[config.mk]
export PLATFORM = sky130hd
export DESIGN_NAME = salru_queue
export DESIGN_NICKNAME = d
export VERILOG_FILES = /design/src/design/salru_pkg.sv /design/src/design/salru_queue.sv
export SDC_FILE = /design/constraint.sdc
export NUM_CORES = 1
export LEC_CHECK = 0
export BUFFER_PORTS_ARGS = -buffer_cell sky130_fd_sc_hd__clkbuf_2
export CAP_MARGIN = 30
export CORE_AREA = 2 2 51 53
export DETAILED_ROUTE_END_ITERATION = 10
export DIE_AREA = 0 0 53 55
export PLACE_DENSITY = 0.52
export SKIP_LAST_GASP = 1
export SLEW_MARGIN = 20
export SYNTH_ARGS = -nofsm -noshare
export SYNTH_HDL_FRONTEND = slang
export SYNTH_SLANG_ARGS = --single-unit
export TNS_END_PERCENT = 50
[constraint.sdc]
create_clock -name clk -period 1.6 [get_ports clk]
set_input_delay 0.08 -clock clk [delete_from_list [all_inputs] [get_ports clk]]
set_output_delay 0.08 -clock clk [all_outputs]
set_load 0.02 [all_outputs]
[src/design/salru_pkg.sv]
// salru_pkg: shared types, codes and helpers for the set-associative lru lookup
// no dependencies; imported by every module of the block

package salru_pkg;

    localparam int CNT_W     = 32;
    localparam int IDX_VAL_W = 15;
    localparam int CFG_IDX_W = 2;
    localparam int CFG_W     = 4;

    localparam logic [CNT_W-1:0] CNT_MAX = {CNT_W{1'b1}};

    localparam logic [1:0] OP_READ  = 2'd0;
    localparam logic [1:0] OP_WRITE = 2'd1;

    localparam logic [CFG_IDX_W-1:0] CFG_OFFSET_BITS = 2'd0;
    localparam logic [CFG_IDX_W-1:0] CFG_INDEX_BITS  = 2'd1;
    localparam logic [CFG_IDX_W-1:0] CFG_WAYS_IN_USE = 2'd2;

    typedef enum logic [1:0] {
        ST_CLEAR,
        ST_IDLE,
        ST_LOOK
    } salru_state_t;

    typedef struct packed {
        logic [CNT_W-1:0] write_miss_total;
        logic [CNT_W-1:0] write_total;
        logic [CNT_W-1:0] read_miss_total;
        logic [CNT_W-1:0] read_total;
        logic [CNT_W-1:0] miss_total;
        logic [CNT_W-1:0] access_total;
        logic             bad_command;
        logic             evicted;
        logic [2:0]       way;
        logic             hit;
    } salru_result_t;

    function automatic logic [CNT_W-1:0] sat_inc(input logic [CNT_W-1:0] v);
        return (v == CNT_MAX) ? v : v + 1'b1;
    endfunction

endpackage

[src/design/salru_queue.sv]
// salru_queue: two-entry queue between the address front and the lookup back
// depends on salru_pkg only through the common import style

module salru_queue
    import salru_pkg::*;
#(
    parameter int DATA_W = 8
)
(
    input  logic              clk,
    input  logic              rst_n,
    input  logic              push_valid,
    output logic              push_ready,
    input  logic [DATA_W-1:0] push_data,
    output logic              pop_valid,
    input  logic              pop_ready,
    output logic [DATA_W-1:0] pop_data
);

    logic [DATA_W-1:0] slot_reg [2];
    logic              wr_ptr_reg;
    logic              rd_ptr_reg;
    logic [1:0]        count_reg;
    logic [1:0]        count_next;
    logic              push_fire;
    logic              pop_fire;

    assign push_ready = (count_reg != 2'd2);
    assign pop_valid  = (count_reg != 2'd0);
    assign pop_data   = slot_reg[rd_ptr_reg];
    assign push_fire  = push_valid && push_ready;
    assign pop_fire   = pop_valid && pop_ready;

    always_comb
    begin
        count_next = count_reg;
        if (push_fire && !pop_fire)
        begin
            count_next = count_reg + 2'd1;
        end
        else if (pop_fire && !push_fire)
        begin
            count_next = count_reg - 2'd1;
        end
    end

    always_ff @(posedge clk or negedge rst_n)
    begin
        if (!rst_n)
        begin
            wr_ptr_reg <= 1'b0;
            rd_ptr_reg <= 1'b0;
            count_reg  <= 2'd0;
        end
        else
        begin
            count_reg <= count_next;
            if (push_fire)
            begin
                wr_ptr_reg <= !wr_ptr_reg;
            end
            if (pop_fire)
            begin
                rd_ptr_reg <= !rd_ptr_reg;
            end
        end
    end

    always_ff @(posedge clk)
    begin
        if (push_fire)
        begin
            slot_reg[wr_ptr_reg] <= push_data;
        end
    end

endmodule

==> flow_metrics.tcl <==
set metrics [dict create \
    vias 463 \
    final-max-slew-violation-count 0 \
    p_leak_nw 0.460 \
    synth-seq-cells 20 \
    p_sw_w 0.000626 \
    tightest_slew_ns 0.221 \
    cp_slowest_cell "dfrtp_1" \
    clk_path_buf_depth 2 \
    mostFrequentLayoutCell "clkbuf_2" \
    drt_iter0_markers 5 \
    diodes 0 \
    cts_tree "yes" \
    grt_use_met3_pct 2.42 \
    root_buffer "clkbuf_4" \
    busiest_layer "met2" \
    sw_frac_of_total_pct 31.8 \
    p_comb_share_pct 36.7 \
    crit_chain "nand2b_4 > nand2_1 > inv_1 > ha_1 > nor2_1 > xor2_1" \
    grt_max_degree 13 \
    core_area_mm2 0.00236 \
    cp.arrival_ns 1.67 \
    yosysWarnings 0 \
    mostFrequentLayoutCells "clkbuf_2, edfxtp_1, dlygate4sd3_1" \
    io_pins 22 \
    die_y_um 55 \
    grt_usage_pct 9.28 \
    seqPwrFrac_pct 42.6 \
    ant_nets 0 \
    grt_pass1_wl_mm 1.74 \
    wl_per_cell_um 10.8 \
    seq_area_frac_synth_pct 73.8 \
    period_needed_ns 1.43 \
    gr-usage-met2_pct 14.4 \
    clock_skew_ns 0.00365 \
    hold_class "in2reg" \
    power_density_mw_per_mm2 1790 \
    drv_cap 0 \
    crit_required_ns 1.83 \
    hold_viol 0 \
    path_max_fanout 4 \
    cts_setup_buffers 0 \
    synth_cell_types 14 \
    dr.pass1.iters 3 \
    final_area_mm2 0.00110 \
    clkTransAtPathRegs_ns 0.11 \
    nets 94 \
    ir_worst_vdd_uv 970 \
    fin_crit_sh_pct 89.6 \
    drive_gt1_share_pct 51.2 \
    setup_violations 0 \
    clkPwrFrac_pct 20.7 \
    synth_top_area_share_pct 61.0 \
    grt_pass1_vias 410 \
    final-instance-count-excl-fill 110 \
    die-area_mm2 0.00292 \
    fin_setup_tns_ns 0 \
    initial_core_util_pct 33.3 \
    rsz0062_at_grt "false" \
    placed_area_um2 955 \
    max_freq_mhz 698 \
    synth_area_leader_cell "edfxtp_1" \
    crit_path_max_incr_delay_ns 0.44 \
    ys_top_cells_by_area "edfxtp_1, dfrtp_1, mux2_2" \
    grt_overflow 0 \
    crit_path_end_kind "flip-flop" \
    dp.cells 97 \
    htreeDepth 1 \
    startpoint_type "flip-flop" \
    largest_register_ffs 16 \
    routed_wl_mm 1.19 \
    relSlewSlack_pct 85.2 \
    globalplace.congestion 0.641 \
    drc 0 \
    critPathKind "reg2reg" \
    syn_nets 56 \
    syn_to_final_growth_pct 39.6 \
    syn_area_um2 787 \
    synth_area_per_cell_um2 18.3 \
    dpl.hpwl_um 834 \
    portBuffers 21 \
    use_met1_pct 9.83 \
    intPower_w 0.00134 \
    r2r_slack_ns 0.17 \
    cts_made_buffers 3 \
    antenna_found_initial 0 \
    die_w_um 53 \
    outcome "finished, final reports clean" \
    cts_sinks 20 \
    clk_latency_ns 0.30 \
    syn_inst 43 \
    viasPerCell 4.21 \
    rows 18 \
]
==> per-stage QoR <==
stage / worst slack [ns] / hold WS (ns) / power [W] / util (%)
after floorplan: 0.185 / -0.216 / 0.00134 / -
after global placement: 0.207 / -0.105 / 0.00156 / 40.4
after detailed placement: 0.170 / -0.103 / 0.00157 / 40.4
after CTS: 0.0402 / 0.00608 / 0.00200 / 46.4
after global routing: 0.0706 / 0.0150 / 0.00208 / 46.5
final: 0.166 / 0.0138 / 0.00197 / 46.5
==> routing by layer <==
metal / vias up / part of all wire [%]
met1: 216 / 42
li1: 229 / -
met3: 4 / 4.4
met4: 0 / 3.3
met2: 14 / 50
met5: - / 0
==> layout make-up <==
| cell class | count | area [um2] |
|---|---|---|
| well taps | 30 | 37.5 |
| inverters | 1 | 3.75 |
| clock inverters | 1 | 30.0 |
| multi-input cells | 21 | 198 |
| fillers | 226 | 1270 |
| repair buffers | 34 | 225 |
| clock buffers | 3 | 22.5 |
| flip-flops and latches | 20 | 582 |
==> cell usage after synthesis <==
cell      count
edfxtp_1     16
mux2_2        8
dfrtp_1       4
xnor2_1       3
nor2_1        2
xor2_1        2
and3_1        1
buf_2         1
ha_1          1
inv_1         1
nand2_1       1
nand2_4       1
nand2b_4      1
or2_4         1
==> power by group through the flow <==
stage,logic [W],clock network (W),registers (W)
CTS,0.000737,0.000422,0.000839
floorplan,0.000543,0,0.000792
global route,0.000780,0.000444,0.000860
detailed placement,0.000716,0,0.000850
finish,0.000722,0.000408,0.000838
global placement,0.000716,0,0.000847
==> cell families after synthesis <==
kind of cell	after synthesis	share of synthesized area [%]
adders and majority gates	1	1.59
buffers and inverters	2	1.11
muxes	8	11.4
DFF	20	73.8
xor gates and xnor gates	5	5.57
and+or+nand+nor	7	6.52
==> worst max-delay path: cells and delay by family (launching register included) <==
family / cells / cell delay (ns)
and+or+nand+nor: 3 / 0.40
adders and majority gates: 1 / 0.31
buffers and inverters: 1 / 0.06
DFF: 1 / 0.44
xor gates and xnor gates: 1 / 0.15
==> path summary, 6_finish.rpt <==
| check | startpoint | to | cells past startpoint |
|---|---|---|---|
| max in group asynchronous | rst_n | rd_ptr_reg | 2 |
| worst max register to register | count_reg[0] | count_reg[1] | 6 |
| worst min register to register | wr_ptr_reg | wr_ptr_reg | 1 |
| worst max-delay path | count_reg[0] | count_reg[1] | 6 |
| worst min-delay path | pop_ready | rd_ptr_reg | 3 |
| min in group asynchronous | rst_n | count_reg[0] | 2 |
==> repair_timing <==
item	CTS	global route
endpoints found under the setup margin	0	8
endpoints found under the hold margin	20	0
gates resized for setup	0	1
hold buffers	9	0
Note: power is estimated with default switching activity, not from simulation.
