<file path="src/design/salru_pkg.sv">
// salru_pkg: shared types, codes and helpers for the set-associative lru lookup
// no dependencies; imported by every module of the block

package salru_pkg;

    localparam int CNT_W     = 32;
    localparam int IDX_VAL_W = 15;
    localparam int CFG_IDX_W = 2;
    localparam int CFG_W     = 4;

    localparam logic [CNT_W-1:0] CNT_MAX = {CNT_W{1'b1}};

    localparam logic [1:0] OP_READ  = 2'd0;
    localparam logic [1:0] OP_WRITE = 2'd1;

    localparam logic [CFG_IDX_W-1:0] CFG_OFFSET_BITS = 2'd0;
    localparam logic [CFG_IDX_W-1:0] CFG_INDEX_BITS  = 2'd1;
    localparam logic [CFG_IDX_W-1:0] CFG_WAYS_IN_USE = 2'd2;

    typedef enum logic [1:0] {
        ST_CLEAR,
        ST_IDLE,
        ST_LOOK
    } salru_state_t;

    typedef struct packed {
        logic [CNT_W-1:0] write_miss_total;
        logic [CNT_W-1:0] write_total;
        logic [CNT_W-1:0] read_miss_total;
        logic [CNT_W-1:0] read_total;
        logic [CNT_W-1:0] miss_total;
        logic [CNT_W-1:0] access_total;
        logic             bad_command;
        logic             evicted;
        logic [2:0]       way;
        logic             hit;
    } salru_result_t;

    function automatic logic [CNT_W-1:0] sat_inc(input logic [CNT_W-1:0] v);
        return (v == CNT_MAX) ? v : v + 1'b1;
    endfunction

endpackage

</file>
<file path="src/design/salru_front.sv">
// salru_front: accepts access beats, splits the address into set and tag
// depends on salru_pkg; set index reduced modulo MAX_SETS over two stages

module salru_front
    import salru_pkg::*;
#(
    parameter int MAX_SETS   = 1024,
    parameter int ADDR_WIDTH = 64,
    localparam int SET_W     = (MAX_SETS > 1) ? $clog2(MAX_SETS) : 1,
    localparam int ENTRY_W   = 2 + SET_W + ADDR_WIDTH
)
(
    input  logic               clk,
    input  logic               rst_n,
    input  logic [CFG_W-1:0]   offset_bits,
    input  logic [CFG_W-1:0]   index_bits,
    input  logic               accept_en,
    input  logic               s_tvalid,
    output logic               s_tready,
    input  logic [63:0]        s_tdata,
    input  logic [1:0]         s_tuser,
    output logic               push_valid,
    input  logic               push_ready,
    output logic [ENTRY_W-1:0] push_data
);

    localparam int    LOG_SETS = (MAX_SETS > 1) ? $clog2(MAX_SETS) : 0;
    localparam int    RSH      = IDX_VAL_W + LOG_SETS;
    localparam int    RECIP_W  = IDX_VAL_W + 2;
    localparam int    PROD_W   = IDX_VAL_W + RECIP_W;
    localparam longint RECIP_L = ((longint'(1) << RSH) + longint'(MAX_SETS) - 1)
                                 / longint'(MAX_SETS);
    localparam logic [RECIP_W-1:0] RECIP = RECIP_W'(RECIP_L);

    logic [ADDR_WIDTH-1:0] addr_m;
    logic [ADDR_WIDTH-1:0] shifted;
    logic [ADDR_WIDTH-1:0] in_tag;
    logic [IDX_VAL_W-1:0]  imask;
    logic [IDX_VAL_W-1:0]  in_idx;
    logic                  in_bad;
    logic                  in_write;
    logic                  adv1;
    logic                  adv2;

    logic                  s1_valid_reg;
    logic                  s1_bad_reg;
    logic                  s1_write_reg;
    logic [IDX_VAL_W-1:0]  s1_idx_reg;
    logic [ADDR_WIDTH-1:0] s1_tag_reg;

    logic                  s2_valid_reg;
    logic                  s2_bad_reg;
    logic                  s2_write_reg;
    logic [IDX_VAL_W-1:0]  s2_idx_reg;
    logic [IDX_VAL_W-1:0]  s2_quot_reg;
    logic [ADDR_WIDTH-1:0] s2_tag_reg;

    logic [PROD_W-1:0]     prod;
    logic [CNT_W-1:0]      quot_scaled;
    logic [CNT_W-1:0]      rem;

    always_comb
    begin
        addr_m  = s_tdata[ADDR_WIDTH-1:0];
        shifted = addr_m >> offset_bits;
        for (int k = 0; k < IDX_VAL_W; k++)
        begin
            imask[k] = (5'(k) < {1'b0, index_bits});
        end
        in_idx   = shifted[IDX_VAL_W-1:0] & imask;
        in_tag   = shifted >> index_bits;
        in_bad   = (s_tuser != OP_READ) && (s_tuser != OP_WRITE);
        in_write = (s_tuser == OP_WRITE);
    end

    assign adv2     = !s2_valid_reg || push_ready;
    assign adv1     = !s1_valid_reg || adv2;
    assign s_tready = adv1 && accept_en;

    assign prod        = PROD_W'(s1_idx_reg) * PROD_W'(RECIP);
    assign quot_scaled = CNT_W'(s2_quot_reg) * CNT_W'(MAX_SETS);
    assign rem         = CNT_W'(s2_idx_reg) - quot_scaled;

    always_ff @(posedge clk or negedge rst_n)
    begin
        if (!rst_n)
        begin
            s1_valid_reg <= 1'b0;
            s2_valid_reg <= 1'b0;
        end
        else
        begin
            if (adv1)
            begin
                s1_valid_reg <= s_tvalid && accept_en;
            end
            if (adv2)
            begin
                s2_valid_reg <= s1_valid_reg;
            end
        end
    end

    always_ff @(posedge clk)
    begin
        if (adv1)
        begin
            s1_bad_reg   <= in_bad;
            s1_write_reg <= in_write;
            s1_idx_reg   <= in_idx;
            s1_tag_reg   <= in_tag;
        end
        if (adv2)
        begin
            s2_bad_reg   <= s1_bad_reg;
            s2_write_reg <= s1_write_reg;
            s2_idx_reg   <= s1_idx_reg;
            s2_quot_reg  <= IDX_VAL_W'(prod >> RSH);
            s2_tag_reg   <= s1_tag_reg;
        end
    end

    assign push_valid = s2_valid_reg;
    assign push_data  = {s2_bad_reg, s2_write_reg, SET_W'(rem), s2_tag_reg};

endmodule

</file>
<file path="config.mk">
export PLATFORM = sky130hd
export DESIGN_NAME = salru_front
export DESIGN_NICKNAME = d
export VERILOG_FILES = /design/src/design/salru_pkg.sv /design/src/design/salru_front.sv
export SDC_FILE = /design/constraint.sdc
export NUM_CORES = 1
export LEC_CHECK = 0
export BUFFER_PORTS_ARGS = -buffer_cell sky130_fd_sc_hd__buf_4
export CAP_MARGIN = 10
export CORE_MARGIN = 3
export CORE_UTILIZATION = 45
export DETAILED_ROUTE_END_ITERATION = 7
export PLACE_DENSITY_LB_ADDON = 0.3
export SETUP_SLACK_MARGIN = 0.5
export SYNTH_ARGS = -nofsm -noshare
export SYNTH_HDL_FRONTEND = slang
export SYNTH_SLANG_ARGS = --single-unit
export TNS_END_PERCENT = 100
</file>
<file path="constraint.sdc">
create_clock -name clk -period 2.95 [get_ports clk]
set_input_delay 0.1475 -clock clk [delete_from_list [all_inputs] [get_ports clk]]
set_output_delay 0.1475 -clock clk [all_outputs]
set_load 0.02 [all_outputs]
</file>
==> summary.md, run 1 <==
| Metric | Value |
|---|---|
| Fmax | `426 MHz` |
| Post-DP HPWL | `22,900 µm` |
| Clock Latency Late Sink | `420 ps` |
| Async set or reset register ratio after synthesis | `0.0130` |
| Distinct cells, synth | `65` |
| # setup viols final | `0` |
| Reg area | `0.00462 mm²` |
| Dpl ws | `-39.1 ps` |
| Final Skew | `9.45 ps` |
| Post-synth top area share | `0.417` |
| Die area | `0.0262 mm²` |
| Ant diodes | `0` |
| CP Launch Type | `input pin` |
| Mean Syn Cell Area | `11.8 µm²` |
| Syn_nets | `1,004` |
| WP data required | `3090 ps` |
| Vias in the first global route | `8,528` |
| Cell mode on critical path | `mux2i_1` |
| Max-cap viol count | `0` |
| Vias post-DR | `8,995` |
| Period Utilization, post-route | `0.795` |
| Non-filler cells, final | `1,459` |
| Minimum clock period | `2350 ps` |
| Die Y | `162 µm` |
| Pre-antenna DRT Iters | `5` |
| Routed len/inst | `20.4 µm` |
| RSZ-0062 raised after global routing | `true` |
| Post-synthesis sequential area ratio | `0.421` |
| Hold Path Class | `in2reg` |
| Placer Congestion | `0.967` |
| GR Overflow Total | `0` |
| Normalized max-slew margin | `0.585` |
| First-pass GRT wire length | `47,000 µm` |
| Initial core utilization | `0.462` |
| Port bufs | `156` |
| Worst-Margin Slew | `620 ps` |
| CTS HTree Levels | `4` |
| Vias per inst | `6.17` |
| Clk buf depth | `2` |
| Area growth syn-to-layout | `24.5%` |
| P_leak | `0.00547 µW` |
| Synth warn | `0` |
| Site Rows | `56` |
| Iteration-0 DRC Markers | `955` |
| Commonest non-fill, non-tap cells in the layout | `buf_4, edfxtp_1, mux2i_1, nand2_1, mux4_2` |
| Seq cells post-synth | `154` |
| CTS sink count | `154` |
| Placed Cells | `1,423` |
| Status | `finished, final reports clean` |
| Largest cells by area after synthesis | `edfxtp_1, mux4_2, mux2i_1, mux2_2, a22oi_1` |
| Worst-case vdd ir drop | `0.434 mV` |
| PwrDens | `549 mW/mm²` |
| Residual DRC | `0` |
| Worst Path Buf+Inv | `3` |
| Dominant synthesized flop cell | `edfxtp_1` |
| Final Slew Violations | `0` |
| Post-synthesis instance total | `925` |
| Crit path DAT | `2490 ps` |
| Fraction of layout cells with a size suffix above 1 | `0.382` |
| Kind of critical path | `in2reg` |
| Number of synthesized flops with an enable pin | `152` |
| CP Max Fanout | `53` |
| Ports | `157` |
| CTS buffer count | `17` |
| Most common cell after layout, fill and taps aside | `buf_4` |
| Crit-path max cell delay | `370 ps` |
| Critical path, cell by cell | `buf_6, buf_4, mux4_2, mux2i_2, mux2i_1, mux2i_1, o22ai_1, nor3_1, buf_4, mux2i_1` |
| Core region area | `0.0237 mm²` |
| WL final | `29,800 µm` |
| CTS tree | `done` |
| PnR worst setup slack | `605 ps` |
| CTS Root Buffer Type | `clkbuf_16` |
| Area leader, netlist | `edfxtp_1` |
| Pin count of the biggest net entering global routing | `79` |
| Mapped cell area | `0.0110 mm²` |
| Final Hold Violating Endpoints | `0` |
| Layout fillers | `2,045` |
| GRT Total Usage | `0.225` |
| Area of the multi-input gates | `0.00595 mm²` |
| Final layout net count | `1,206` |
| Clock-pin slew on the worst setup and hold paths | `60 ps` |
| Worst Hold Slack | `29.9 ps` |
| Setup crit end kind | `register` |
| Die width | `162 µm` |
| Post-route ant nets | `0` |
| Antenna violations before repair | `0` |
| CP max stage cell | `buf_6` |
| Largest delay contributor family on the critical path | `multiplexers` |
==> metrics by stage <==
stage	instance area, µm²	setup TNS, ps	power, µW	util
3_5_place_dp	13000	-106	5410	0.548
4_1_cts	13600	0	7520	0.574
5_1_grt	13600	0	7860	0.576
3_3_place_gp	13000	-21.0	5390	0.548
6_report	13600	0	7490	0.576
2_1_floorplan	11000	-12930	4450	-
==> final timing paths <==
kind,depth (start not counted),endpoint,start,slack [ps]
max in group asynchronous,2,push_valid,rst_n,2800
min in group asynchronous,2,s1_valid_reg,rst_n,50
min reg2reg,0,s2_tag_reg[59],s1_tag_reg[59],410
max,10,s1_tag_reg[29],offset_bits[2],600
max reg2reg,2,s2_tag_reg[48],push_valid,1390
min,2,s1_write_reg,s_tuser[0],30
==> layer usage <==
layer,wire [µm],share of wire,GRT usage,vias to the layer above
met4,605,0.020,0.0651,0
li1,-,-,-,4151
met3,2780,0.093,0.0398,33
met2,12900,0.43,0.323,529
met5,0,0,0,-
met1,13500,0.45,0.350,4282
==> where the power goes <==
part	internal, µW	total, µW	leakage (µW)	switching, µW
clock network	1190	2090	0.000277	892
registers	2880	2990	0.00163	108
logic	1080	2420	0.00356	1340
total	5150	7490	0.00547	2340
==> cell type report <==
cell class,count,share of cell area
Clock buffer,17,0.0312
Clock inverter,15,0.0113
Inverter,6,0.00165
Multi-Input combinational cell,681,0.436
Sequential cell,154,0.339
Tap cell,319,0.0293
Timing Repair Buffer,267,0.152
==> Yosys cell counts, types with 4 or more instances <==
cell type and instances:
edfxtp_1 152, mux2i_1 115, nand2_1 79, mux4_2 70, nor2_1 65, a22oi_1 54
mux2_2 44, o22ai_1 44, clkbuf_1 42, a21oi_1 31, buf_2 19, nor3_1 18
a211oi_1 13, buf_1 13, o21ai_0 11, a22o_1 10, o211ai_1 10, nand3_1 9
nand2b_1 8, nor2b_1 8, o221ai_1 7, o22a_1 6, a31oi_1 5, buf_6 5
o21ai_1 5, a21o_1 4, buf_4 4, inv_1 4, o2bb2ai_1 4, o32a_1 4
or2_2 4, or3_1 4
==> kinds of logic after synthesis <==
group	after synthesis	synth area share
compound gates	236	0.154
mux	233	0.299
simple gates	212	0.0863
flops	154	0.421
buf+inv	90	0.0388
==> timing repair <==
action,CTS,global route
resized for setup,2,8
setup buffers,0,0
hold endpoints to repair,5,0
hold buffers,4,0
setup endpoints to repair,9,23
==> worst register-to-register path, cell delays in order (launching register included) <==
cell and delay (ps):
dfrtp_2 430, nand2b_4 410, buf_4 410
Power figures use the tool's default switching activity.
==> run 2: changes to the inputs <==
Clock period 2.95 ns to 2.4 ns, I/O delays scaled along.
==> run 2 against run 1 <==
Sequential share of layout area fell by 4.6 points; non-clock buffer count grew 105; die area is the same; worst hold slack got worse by 5.0 ps; worst setup slack lost 300 ps; cell area increased by 16%; critical path type unchanged.
==> summary.md, run 2 (synthesis results as in run 1) <==
| Metric | Value |
|---|---|
| Status | `finished, final reports clean` |
| Final Slew Violations | `0 (unchanged)` |
| FF-to-FF setup slack | `990 ps (-400 ps)` |
| Max-cap viol count | `0 (unchanged)` |
| Routed len/inst | `20.9 µm (+2.6%)` |
| Initial core utilization | `0.462 (unchanged)` |
| P_leak | `0.00632 µW (+16%)` |
| CP Launch Type | `input pin` |
| Vias per inst | `6.14 (-0.40%)` |
| Ports | `157 (unchanged)` |
| Worst flop-to-flop path startpoint | `push_valid` |
| Largest delay contributor family on the critical path | `multiplexers` |
| Fmax | `477 MHz` |
| First-pass GRT wire length | `50,500 µm (+7.5%)` |
| Final Hold Violating Endpoints | `0 (unchanged)` |
| Hold Path Class | `in2reg` |
| CP Max Fanout | `7 (-87%)` |
| Vias in the first global route | `9,179 (+7.6%)` |
| Setup crit end kind | `register` |
| Antenna violations before repair | `0 (unchanged)` |
| Clock-pin slew on the worst setup and hold paths | `60 ps (about the same)` |
| GRT Total Usage | `0.241 (+0.0158)` |
| Placer Congestion | `0.964 (-0.28%)` |
| Minimum clock period | `2100 ps` |
| Post-DP HPWL | `24,100 µm (+5.4%)` |
| RSZ-0062 raised after global routing | `true` |
| CTS HTree Levels | `4 (unchanged)` |
| CP max stage cell | `mux4_2` |
| CTS buffer count | `17 (unchanged)` |
| Fraction of layout cells with a size suffix above 1 | `0.532 (+0.150)` |
| Ant diodes | `0 (unchanged)` |
| Levels on crit path | `9 (-1)` |
| PwrDens | `632 mW/mm² (+15%)` |
| Die Y | `162 µm (unchanged)` |
| Fin util | `0.665 (+0.0897)` |
| Clock Latency Late Sink | `420 ps (about the same)` |
| Die area | `0.0262 mm² (unchanged)` |
| GR Overflow Total | `0 (unchanged)` |
| CTS Root Buffer Type | `clkbuf_16` |
| WL final | `32,700 µm (+10%)` |
| Clk buf depth | `2 (unchanged)` |
| Area growth syn-to-layout | `43.9%` |
| R2R Path End | `s2_tag_reg[52]` |
| CTS tree | `done` |
| Residual DRC | `0 (unchanged)` |
| Normalized max-slew margin | `0.567 (-0.0186)` |
| Hold path cells | `2 (unchanged)` |
| Crit-path max cell delay | `530 ps (+160 ps)` |
| Kind of critical path | `in2reg` |
| Commonest non-fill, non-tap cells in the layout | `buf_4, edfxtp_1, nand2_1, mux2i_1, mux4_2` |
| # setup viols final | `0 (unchanged)` |
| WP data required | `2550 ps (-540 ps)` |
| Core region area | `0.0237 mm² (unchanged)` |
| Crit path DAT | `2240 ps (-250 ps)` |
| Pin count of the biggest net entering global routing | `53 (-33%)` |
| WHS Endpoint | `s1_write_reg` |
| Worst reg-to-reg path cell count | `2 (unchanged)` |
| Worst Path Buf+Inv | `2 (-1)` |
| Final layout net count | `1,311 (+8.7%)` |
| Period Utilization, post-route | `0.873` |
| Start point of the critical path | `offset_bits[1]` |
| Worst-case vdd ir drop | `0.513 mV (+18%)` |
| Final Skew | `11.6 ps (+2.20 ps)` |
| Pre-antenna DRT Iters | `6 (+1)` |
| Site Rows | `56 (unchanged)` |
| Critical path, cell by cell | `buf_12, buf_12, mux4_2, mux2_4, mux2_4, a22o_1, a211o_1, mux2i_2, mux2i_1` |
| Vias post-DR | `9,604 (+6.8%)` |
| Port bufs | `156 (unchanged)` |
| Die width | `162 µm (unchanged)` |
| Dpl ws | `-283 ps (-244 ps)` |
| CTS sink count | `154 (unchanged)` |
| Critical hold path startpoint | `s_tuser[0]` |
| Iteration-0 DRC Markers | `1,067 (+12%)` |
| Most common cell after layout, fill and taps aside | `buf_4` |
| Post-route ant nets | `0 (unchanged)` |
| PnR worst setup slack | `304 ps (-300 ps)` |
| Worst-Margin Slew | `649 ps (+28.7 ps)` |
## run 2: changes by cell type in the layout (fill, tap and decap cells not counted), moves of 15 or more
| cell | previous run | this run |
|---|---|---|
| mux2i_2 | 8 | 28 |
| mux2_2 | 44 | 9 |
| o22ai_1 | 44 | 29 |
| buf_6 | 1 | 24 |
| mux2_4 | 0 | 36 |
| buf_4 | 258 | 321 |
| mux2i_4 | 0 | 20 |
| mux2i_1 | 110 | 70 |
## run 2: metal layers
| metal | share of wire | track usage | wire (µm) | vias up |
|---|---|---|---|---|
| li1 | - | - | - | 4376 |
| met1 | 0.44 | 0.356 | 14400 | 4690 |
| met2 | 0.47 | 0.376 | 15300 | 503 |
| met3 | 0.074 | 0.0347 | 2410 | 35 |
| met4 | 0.019 | 0.0624 | 623 | 0 |
| met5 | 0 | 0 | 0 | - |
## run 2: power breakdown
| part | switching [µW] | internal, µW |
|---|---|---|
| clock | 1120 | 1460 |
| combinational | 1920 | 1780 |
| sequential | 133 | 3540 |
| total | 3180 | 6780 |
## run 2: how the worst max path moves through the flow
stage,to,slack (ps)
floorplan,s_tready,-810
global route,s1_tag_reg[35],280
detailed placement,s1_tag_reg[37],-280
finish,s1_tag_reg[43],300
CTS,s1_tag_reg[42],370
global placement,s1_tag_reg[49],-250
## run 2: area by class of cell
type / count / area [µm²]
repair buffers: 372 / 3210
flip-flops and latches: 154 / 4620
inverters: 6 / 30.0
clock inverters: 15 / 151
well taps: 319 / 399
clock buffers: 17 / 425
multi-input cells: 681 / 6930
fillers: 1761 / 7930
## run 2: worst reg2reg max path, stage by stage, from the launching register on
cell and delay [ps]:
dfrtp_2 430, nand2b_4 300, buf_12 310
## run 2: through the flow
stage | instances | setup TNS (ps) | hold slack (ps) | cell area (µm²) | total power (µW)
2_1_floorplan | 925 | -76640 | -176 | 11300 | 5590
3_3_place_gp | 1508 | -7360 | -97.1 | 14000 | 6890
3_5_place_dp | 1508 | -9110 | -94.1 | 14000 | 6940
4_1_cts | 1553 | 0 | 5.97 | 15100 | 9720
5_1_grt | 1564 | 0 | 20.1 | 15800 | 10400
6_report | 1564 | 0 | 24.9 | 15800 | 9960
## run 2: repair_timing
action                                 in CTS  in global routing
resized for setup                          95                101
setup endpoints to repair                  61                 60
pin swaps                                  25                 42
endpoints found under the hold margin       5                  0
hold buffers                                5                  0
buffers inserted                            4                  9
cloned                                      4                  2
==> run 3: changes to the inputs <==
Settings changed: CORE_ASPECT_RATIO set to 0.5.
==> run 3 against run 2 <==
Combinational power up 5%; wire length rose by 14%; sequential cell count did not move; first-iteration DRC count increased by 25%; global-route usage is 4.1 points higher; via count increased by 3.3%; clock power is 4% higher; sequential share of layout area shrank 0.12 points; core utilization rose by 1.2 points; worst setup slack worse by 160 ps.
==> summary.md, run 3 (synthesis results as in run 1) <==
| Metric | Value |
|---|---|
| Status | `finished, final reports clean` |
| Setup TNS | `0 ps (unchanged)` |
| Site Rows | `39 (-30%)` |
| Post-DP HPWL | `28,000 µm (+16%)` |
| Worst flop-to-flop path startpoint | `push_valid` |
| Die width | `227 µm (+40%)` |
| Routed len/inst | `23.8 µm (+14%)` |
| Max-cap viol count | `0 (unchanged)` |
| Pre-antenna DRT Iters | `6 (unchanged)` |
| Port bufs | `156 (unchanged)` |
| Clock-pin slew on the worst setup and hold paths | `60 ps (about the same)` |
| RSZ-0062 raised after global routing | `true` |
| Residual DRC | `0 (unchanged)` |
| FF-to-FF setup slack | `950 ps (-40 ps)` |
| CP Launch Type | `input pin` |
| Worst-Margin Slew | `611 ps (-37.5 ps)` |
| GRT Total Usage | `0.281 (+0.0405)` |
| Placed cell areas | `0.0140 mm² (+0.50%)` |
| Worst-case vdd ir drop | `0.511 mV (-0.36%)` |
| CTS Root Buffer Type | `clkbuf_16` |
| First-pass GRT wire length | `56,800 µm (+12%)` |
| Vias per inst | `6.31 (+2.7%)` |
| Period Utilization, post-route | `0.942 (+0.0686)` |
| Layout fillers | `1,736 (-1.4%)` |
| Commonest non-fill, non-tap cells in the layout | `buf_4, edfxtp_1, mux2i_1, mux4_2, nand2_1` |
| Placer Congestion | `0.998 (+3.5%)` |
| Fraction of layout cells with a size suffix above 1 | `0.538 (+0.00655)` |
| Clock Latency Late Sink | `420 ps (about the same)` |
| CTS buffer count | `17 (unchanged)` |
| Hold Path Class | `in2async` |
| Fin util | `0.677 (+0.0116)` |
| CP max stage cell | `mux4_2` |
| Final Hold Violating Endpoints | `0 (unchanged)` |
| Fmax | `442 MHz (-7.3%)` |
| Worst Hold Slack | `38.5 ps (+13.7 ps)` |
| Ant diodes | `0 (unchanged)` |
| # setup viols final | `0 (unchanged)` |
| Kind of critical path | `in2reg` |
| Final instance area | `0.0158 mm² (+0.42%)` |
| Setup crit end kind | `register` |
| Vias post-DR | `9,925 (+3.3%)` |
| Levels on crit path | `10 (+1)` |
| Post-route ant nets | `0 (unchanged)` |
| Final Slew Violations | `0 (unchanged)` |
| GR Overflow Total | `0 (unchanged)` |
| Crit-path max cell delay | `550 ps (+20 ps)` |
| CTS HTree Levels | `4 (unchanged)` |
| Antenna violations before repair | `0 (unchanged)` |
| Iteration-0 DRC Markers | `1,334 (+25%)` |
| P_leak | `0.00639 µW (+1.0%)` |
| Ports | `157 (unchanged)` |
| CP Max Fanout | `6 (-1)` |
| Vias in the first global route | `9,469 (+3.2%)` |
| Minimum clock period | `2260 ps (+165 ps)` |
| Crit path DAT | `2410 ps (+170 ps)` |
| Initial core utilization | `0.469 (+0.00611)` |
| Critical path, cell by cell | `buf_12, buf_12, mux4_2, mux2_4, mux2i_4, buf_4, o22ai_2, a211o_4, mux2i_4, mux2i_2` |
| Clk buf depth | `2 (unchanged)` |
| Most common cell after layout, fill and taps aside | `buf_4` |
| Die area | `0.0264 mm² (+0.43%)` |
| CTS tree | `done` |
| Die Y | `116 µm (-28%)` |
| Normalized max-slew margin | `0.592 (+0.0251)` |
| Area growth syn-to-layout | `44.5%` |
| Start point of the critical path | `offset_bits[1]` |
| Non-filler cells, final | `1,574 (+0.64%)` |
| CTS sink count | `154 (unchanged)` |
| Worst reg-to-reg path cell count | `2 (unchanged)` |
| PwrDens | `650 mW/mm² (+2.8%)` |
| Final Skew | `10.9 ps (-0.762 ps)` |
| Core region area | `0.0234 mm² (-1.3%)` |
| Placed Cells | `1,504 (-0.27%)` |
| Final layout net count | `1,333 (+1.7%)` |
| WL final | `37,400 µm (+14%)` |
| Worst Path Buf+Inv | `3 (+1)` |
| Pin count of the biggest net entering global routing | `48 (-9.4%)` |
| WP data required | `2550 ps (about the same)` |
| Largest delay contributor family on the critical path | `multiplexers` |
-- run 3: changes by cell type in the layout (fill, tap and decap cells not counted), moves of 4 or more --
cell	delta
buf_4	+34
buf_6	-10
inv_8	-4
mux2_2	+8
mux2_4	-8
mux2i_1	+8
mux2i_2	-7
o22ai_1	+4
-- run 3: worst paths after layout --
kind	to
max in group asynchronous	push_valid
min reg2reg	s2_tag_reg[28]
min	push_valid
max	s1_tag_reg[32]
min in group clk	s1_tag_reg[63]
max reg2reg	s2_tag_reg[31]
-- run 3: area by class of cell --
cell class,count,area [µm²],area share
well taps,307,384,0.0243
clock buffers,18,429,0.0271
flip-flops and latches,154,4620,0.292
repair buffers,394,3300,0.209
multi-input cells,681,6900,0.436
inverters,6,23.8,0.00150
clock inverters,14,169,0.0107
-- run 3: routing by layer --
metal  vias to the layer above  global-route usage  share of wire
met1                      4875               0.443           0.47
met3                        50              0.0721          0.097
li1                       4419                   -              -
met4                         0              0.0529          0.012
met2                       581               0.391           0.42
met5                         -                   0              0
-- run 3: repair_timing --
item | CTS | global route
gates resized for setup | 91 | 77
cloned | 2 | 2
hold buffers | 5 | 0
hold endpoints to repair | 5 | 0
pin swaps | 15 | 23
setup endpoints to repair | 61 | 60
buffers inserted | 16 | 13
-- run 3: worst register-to-register path, cell delays in order (launching register included) --
cell      delay (ps)
dfrtp_2          430
nand2b_4         350
buf_12           310
-- run 3: per-stage QoR --
| step | power (µW) | setup WS (ps) |
|---|---|---|
| after global routing | 10700 | 122 |
| after CTS | 10000 | 242 |
| after global placement | 7040 | -368 |
| after detailed placement | 7110 | -392 |
| final | 10300 | 140 |
| after floorplan | 5590 | -806 |
-- run 3: where the power goes --
| part | total (µW) | switching (µW) | internal [µW] |
|---|---|---|---|
| Combinational | 3900 | 2080 | 1810 |
| Clock | 2700 | 1060 | 1640 |
| Sequential | 3690 | 145 | 3550 |
| Total | 10300 | 3290 | 7000 |
